`src/rtl/bvws_pkg.sv`:
```
package bvws_pkg;

  // conversion constants of the base-2 formulation
  localparam logic [28:0] K1  = 29'd376736744;   // 0.0608*log2(e), Q32
  localparam logic [20:0] K2  = 21'd1378989;     // 14.585*log2(e), Q16
  localparam logic [24:0] K3  = 25'd21431887;    // 0.00499, Q32
  localparam logic [31:0] LN2 = 32'd2977044472;  // ln 2, Q32

  // hematocrit clamp bounds, Q1.15
  localparam logic [15:0] HCT_MIN = 16'd8192;
  localparam logic [15:0] HCT_ONE = 16'd32768;

  localparam logic [47:0] VISC_MAX = 48'hFFFF_FFFF_FFFF;

  // iteration counts
  localparam int LOG_STEPS = 28;
  localparam int EXP_TERMS = 12;
  localparam int QUOT_BITS = 64;

  // register reset values
  localparam logic [47:0] RST_COEF  = 48'd8763014345;
  localparam logic [23:0] RST_TPMA  = 24'd1638400;
  localparam logic [47:0] RST_FLOOR = 48'd0;
  localparam logic [47:0] RST_CEIL  = 48'hFFFF_FFFF_FFFF;
  localparam logic [19:0] RST_RHO1  = 20'd280576;
  localparam logic [19:0] RST_RHO2  = 20'd263936;

  typedef enum logic [2:0] {
    REG_COEF  = 3'd0,
    REG_TPMA  = 3'd1,
    REG_FLOOR = 3'd2,
    REG_CEIL  = 3'd3,
    REG_RHO1  = 3'd4,
    REG_RHO2  = 3'd5
  } reg_idx_t;

  typedef struct packed {
    logic [47:0] coef;
    logic [23:0] tpma;
    logic [47:0] vfloor;
    logic [47:0] vceil;
    logic [19:0] rho1;
    logic [19:0] rho2;
  } cfg_t;

  // front end to log/divide section
  typedef struct packed {
    logic [31:0] m;
    logic [4:0]  p;
    logic [62:0] num;
    logic [43:0] den;
    logic [35:0] t1;
    logic [29:0] ch;
    logic [35:0] rho;
  } front_t;

  // log/divide section to exponent section
  typedef struct packed {
    logic [35:0] t1;
    logic [35:0] t2;
    logic [29:0] ch;
    logic        neg;
    logic [32:0] mag;
    logic [35:0] rho;
  } ld_t;

  // exponent section to quotient section
  typedef struct packed {
    logic [32:0] pw;
    logic [6:0]  k;
    logic [35:0] rho;
  } ex_t;

  // index of the top set bit, zero for zero
  function automatic logic [5:0] lead_pos(input logic [47:0] v);
    logic [5:0] p;
    p = '0;
    for (int i = 0; i < 48; i++) begin
      if (v[i]) p = 6'(i);
    end
    return p;
  endfunction

  // ceil(2^35/n): exact floor division of 32-bit values by n via multiply
  function automatic logic [35:0] recip(input logic [3:0] n);
    logic [35:0] r;
    case (n)
      4'd2:    r = 36'd17179869184;
      4'd3:    r = 36'd11453246123;
      4'd4:    r = 36'd8589934592;
      4'd5:    r = 36'd6871947674;
      4'd6:    r = 36'd5726623062;
      4'd7:    r = 36'd4908534053;
      4'd8:    r = 36'd4294967296;
      4'd9:    r = 36'd3817748708;
      4'd10:   r = 36'd3435973837;
      4'd11:   r = 36'd3123612579;
      4'd12:   r = 36'd2863311531;
      default: r = 36'd34359738368;
    endcase
    return r;
  endfunction

endpackage

```
`src/rtl/bvws_front.sv`:
```
module bvws_front (
  input  logic                clk,
  input  logic                rst,
  input  logic                in_vld,
  input  logic [15:0]         hematocrit,
  input  logic [31:0]         shear_rate,
  input  bvws_pkg::cfg_t      cfg,
  output logic                out_vld,
  output bvws_pkg::front_t    out_data
);

  logic [15:0] fc_clamp;
  logic [31:0] g_floor;
  logic        v1, v2;
  logic [15:0] fc1;
  logic [31:0] g1;
  logic [21:0] hq2;
  logic [4:0]  p2;
  logic [31:0] m2;
  logic [35:0] prod1, prod2;
  logic [5:0]  pos;
  logic [50:0] mult1;
  logic [46:0] mult3;
  logic [44:0] mult2;
  logic [43:0] hsq;

  // input clamp and strain floor
  always_comb begin
    fc_clamp = hematocrit;
    if (hematocrit < bvws_pkg::HCT_MIN) fc_clamp = bvws_pkg::HCT_MIN;
    if (hematocrit > bvws_pkg::HCT_ONE) fc_clamp = bvws_pkg::HCT_ONE;
    g_floor = (shear_rate == 32'd0) ? 32'd1 : shear_rate;
  end

  // stage 1 registers
  always_ff @(posedge clk) begin
    if (rst) v1 <= 1'b0;
    else v1 <= in_vld;
    fc1 <= fc_clamp;
    g1  <= g_floor;
  end

  // stage 2: scale, normalize strain rate, density products
  always_comb begin
    pos = bvws_pkg::lead_pos({16'b0, g1});
  end

  always_ff @(posedge clk) begin
    if (rst) v2 <= 1'b0;
    else v2 <= v1;
    hq2   <= 22'(fc1 * 7'd100);
    p2    <= pos[4:0];
    m2    <= g1 << (5'd31 - pos[4:0]);
    prod1 <= cfg.rho1 * fc1;
    prod2 <= cfg.rho2 * (bvws_pkg::HCT_ONE - fc1);
  end

  // stage 3: exponent terms and divider operands
  always_comb begin
    mult1 = bvws_pkg::K1 * hq2;
    mult3 = bvws_pkg::K3 * hq2;
    mult2 = bvws_pkg::K2 * cfg.tpma;
    hsq   = hq2 * hq2;
  end

  always_ff @(posedge clk) begin
    if (rst) out_vld <= 1'b0;
    else out_vld <= v2;
    out_data.m   <= m2;
    out_data.p   <= p2;
    out_data.num <= {mult2, 18'b0};
    out_data.den <= hsq;
    out_data.t1  <= mult1[50:15];
    out_data.ch  <= mult3[46:17];
    out_data.rho <= 36'(prod1 + prod2);
  end

endmodule

```
`config.mk`:
```
export PLATFORM = sky130hd
export DESIGN_NAME = bvws_front
export DESIGN_NICKNAME = d
export VERILOG_FILES = /design/src/rtl/bvws_pkg.sv /design/src/rtl/bvws_front.sv
export SDC_FILE = /design/constraint.sdc
export NUM_CORES = 2
export LEC_CHECK = 0
export BUFFER_PORTS_ARGS = -buffer_cell sky130_fd_sc_hd__buf_2
export CAP_MARGIN = 15
export CORE_MARGIN = 3
export CORE_UTILIZATION = 28
export CTS_BUF_LIST = sky130_fd_sc_hd__clkbuf_8
export CTS_CLUSTER_DIAMETER = 200
export DETAILED_ROUTE_END_ITERATION = 16
export PLACE_DENSITY_LB_ADDON = 0.2
export SYNTH_ARGS = -nofsm -noshare
export SYNTH_HDL_FRONTEND = slang
export SYNTH_SLANG_ARGS = --single-unit
```
`constraint.sdc`:
```
create_clock -name clk -period 10.32 [get_ports clk]
set_input_delay 1.032 -clock clk [delete_from_list [all_inputs] [get_ports clk]]
set_output_delay 1.032 -clock clk [all_outputs]
set_load 0.05 [all_outputs]
```
==> results.txt <==
* Final worst-path cycle share: 0.792
- Wire length of the first global-routing pass: roughly 310000 um
- Starting density of the core: 0.282
- The Yosys step of the flow raised 0 warnings.
- Most common library cell in the layout ignoring fill and taps: inv_1
* Maximum clock skew at final layout: about 31 ps
- Total number of vias: 47900
- Worst r2r dst: prod2[32]$_DFF_P_
* Number of enable flip-flop cells after synthesis: 0
* First-pass iteration count of the detailed router: 7
* Synthesized flop and latch total: roughly 400
- Total clock buffers created by CTS: 82
* Clock tree buffer depth: 3
- The number of global-route vias before repair came to between 50000 and 60000.
* FP Rows: ~180
- The final number of hold-violating endpoints was 0.
- Violation count after the first detailed-route iteration: between 2000 and 2500
- Clock-pin slew was measured on the worst setup and hold paths at about 60 ps.
- The clock period could shrink to 8170 ps.
* Clock latency at the later pin of the worst-skew pair: slightly above 800 ps
* Final worst slack: between 2000 and 2500 ps
- The worst hold path begins at m2[28]$_DFF_P_.
- The cell that appears most often on the critical path is fa_1.
* Required time at the worst-slack endpoint: 11030 ps
- Total setup buffers inserted after CTS: 0
* Crit path launch type: flop
- Number of maximum-capacitance violations: 0
- Pre-CTS worst setup slack: between 2000 and 2500 ps
- The synthesized design spends more area on one cell type than any other, namely fa_1.
- By area the synthesized netlist is led by fa_1 37%, ha_1 20%, dfxtp_1 12%.
- STA classifies the critical path endpoint as a flop.
- Share of the synthesized area in the top cell type: 0.368
- Gates resized during post-CTS repair numbered 0.
* Area after detailed placement: around 0.074 mm^2
- Hold depth: 0
- CTS tree: done
* Area of the placeable core: between 0.2 and 0.25 mm^2
* Mapped cell area: 0.0689 mm^2
- For hold timing, the worst endpoint is out_data[242]$_DFF_P_.
- Async set-or-reset flop fraction in the synthesized netlist: 0
* Cts hold-fix bufs: 0
- In the layout the commonest cells are 1848 x inv_1, 1265 x fa_1, 1108 x ha_1, 582 x nand2_1, 399 x dfxtp_1.
- The flow ran to the end, and the final reports show no timing, DRC or antenna violations.
- The worst pin sits at a relative slew slack of 0.229.
- In this run the worst path has a maximum fanout of 25.
- For this design the top-level I/O count stands at 506.
- Routability congestion estimate: a little under 0.9
* Number of nets at the end of the flow: about 10000
- Chip Width: between 500 and 600 um
- Vias per Instance: ~4.4
- Peak per-stage delay on the critical path: 550 ps
- For the pin with the worst max-slew slack, the measured transition is about 1100 ps.
* Post-DP HPWL: around 170000 um
- Unrepaired setup endpoints after global routing: no
- The number of different library cells used by synthesis comes to slightly above 80.
* Routed wire length per instance: between 15 and 20 um
- The share of the Yosys chip area taken by registers is 0.117.
- For this run, the share of the core covered by cells in the final layout is 0.313.
* Global route overflow: 0
- Post-route antenna net violation count: 0
- Summed over all layers, the routed wires come to a little under 200000 um.
- After routing, the total negative slack on setup checks comes to 0 ps.
* Data arrival at the endpoint of the critical path: 8880 ps
* Fraction of layout instances using a drive strength above 1: 0.0812
* Prevailing post-synth register cell: dfxtp_1
- Entering global routing, the biggest net connects roughly 40 pins.
- Setup slack on the worst reg-to-reg path comes out at roughly 2200 ps.
- The initial antenna violation count is 44.
* CTS sink cnt: around 400
- Global Route Usage Sum: 0.160
- The worst register-to-register path begins at fc1[2]$_SDFF_PP0_.
* Cell area after layout: roughly 0.076 mm^2
- Count of cells along the worst register-to-register path: 29
- Averaged over all synthesized cells, the footprint is between 9 and 10 um^2.
- For this run, design rule violations remaining after detail routing come to 0.
* Number of levels in the clock H-tree: 3
- The critical path is of the flop to flop type.
- The die covers roughly 0.25 mm^2.
- Die H: between 500 and 600 um
* Clock root buffer master: clkbuf_8
* Synthesized netlist cell count: just over 7000
- Compared with the post-synthesis result, the final layout area differs by 10.7%.
* Highest-delay cell along the critical path: nor3b_1
- In this run the tool buffered the top-level ports with 338 buffer cells.
- Setup violations remaining at the end of the flow were counted as 0.
* Hold Crit Class: flop to flop
* Maximum frequency from static timing analysis: between 0.1 and 0.15 GHz
- The total count of max-transition violations in the final report came to 0.
==> Yosys cell counts, types with 6 or more instances <==
library cell     n
inv_1         1830
fa_1          1265
ha_1          1108
nand2_1        582
dfxtp_1        403
and2_1         274
nor2_1         265
a21oi_1        203
xnor2_1        195
clkbuf_1       170
a21o_1          94
mux2i_1         70
o21ai_0         69
xor2_1          65
nand3_1         53
o21a_1          50
nor3_1          41
nor2b_1         37
o21bai_1        37
or2_2           27
buf_4           26
nand2b_1        24
o21ai_1         21
nand4_1         20
a211oi_1        19
nor4_1          17
a31oi_1         16
and3_1          14
a211o_1         11
o31ai_1         11
or3_1           10
o211ai_1         9
o221ai_1         9
o31a_1           9
mux2_2           8
a31o_2           7
a311oi_1         6
clkinv_1         6
inv_2            6
o22ai_1          6
o41ai_1          6
==> layout make-up <==
| cell class | instances | area [um^2] |
|---|---|---|
| fillers | 25500 | 168000 |
| inverters | 1842 | 6910 |
| clock inverters | 51 | 453 |
| clock buffers | 97 | 1340 |
| multi-input cells | 4767 | 53200 |
| flip-flops and latches | 403 | 8070 |
| diodes | 10 | 25.0 |
| well taps | 3202 | 4010 |
| repair buffers | 411 | 2240 |
==> metal layers <==
| metal | track usage | vias up | wire, um |
|---|---|---|---|
| met5 | 0 | - | 48 |
| met4 | 0.0446 | 8 | 5700 |
| met3 | 0.0216 | 231 | 7860 |
| met2 | 0.278 | 848 | 96000 |
| met1 | 0.207 | 24300 | 87700 |
| li1 | - | 22600 | - |
==> state kept, by name (all words and copies together) (netlist names), 5 cells and up <==
register and count:
fc1 16, g1 32, prod2 36, p2 5, m2 32, prod1 36, out_data 223, hq2 20
==> worst max-delay path: cells and delay by family (launching register included) <==
kind	cells	cell delay (ps)
buf+inv	6	880
simple gates	5	1170
xor+xnor	2	670
fa+ha+maj	8	3370
compound gates	8	1670
flops	1	290
==> worst max-delay path by stage <==
stage,depth (start not counted),from,endpoint,slack [ps]
after global placement,23,hq2[8]$_DFF_P_,out_data[145]$_DFF_P_,2180
after floorplan,32,fc1[2]$_SDFF_PP0_,prod2[30]$_DFF_P_,2990
after CTS,32,fc1[2]$_SDFF_PP0_,prod2[34]$_DFF_P_,2090
after global routing,29,fc1[1]$_SDFF_PP0_,prod2[32]$_DFF_P_,1550
final,29,fc1[2]$_SDFF_PP0_,prod2[32]$_DFF_P_,2150
after detailed placement,21,hq2[5]$_DFF_P_,out_data[145]$_DFF_P_,2150
==> through the flow <==
step	hold WS [ps]	instances
4_1_cts	190	10800
5_1_grt	250	10800
6_report	324	10800
3_5_place_dp	313	10600
3_3_place_gp	311	10600
2_1_floorplan	310	7216
==> cell families after synthesis <==
logic type,after synthesis,share of synthesized area
fa+ha+maj,2373,0.569
buf+inv,2046,0.113
simple gates,1381,0.0934
compound gates,652,0.0632
flops,403,0.117
xor+xnor,260,0.0330
mux,78,0.0115
other cells,1,0.0000544
Power is left out: the tool's default activity adds up to more than one toggle a clock period on the data nets, which glitch-free logic cannot reach.
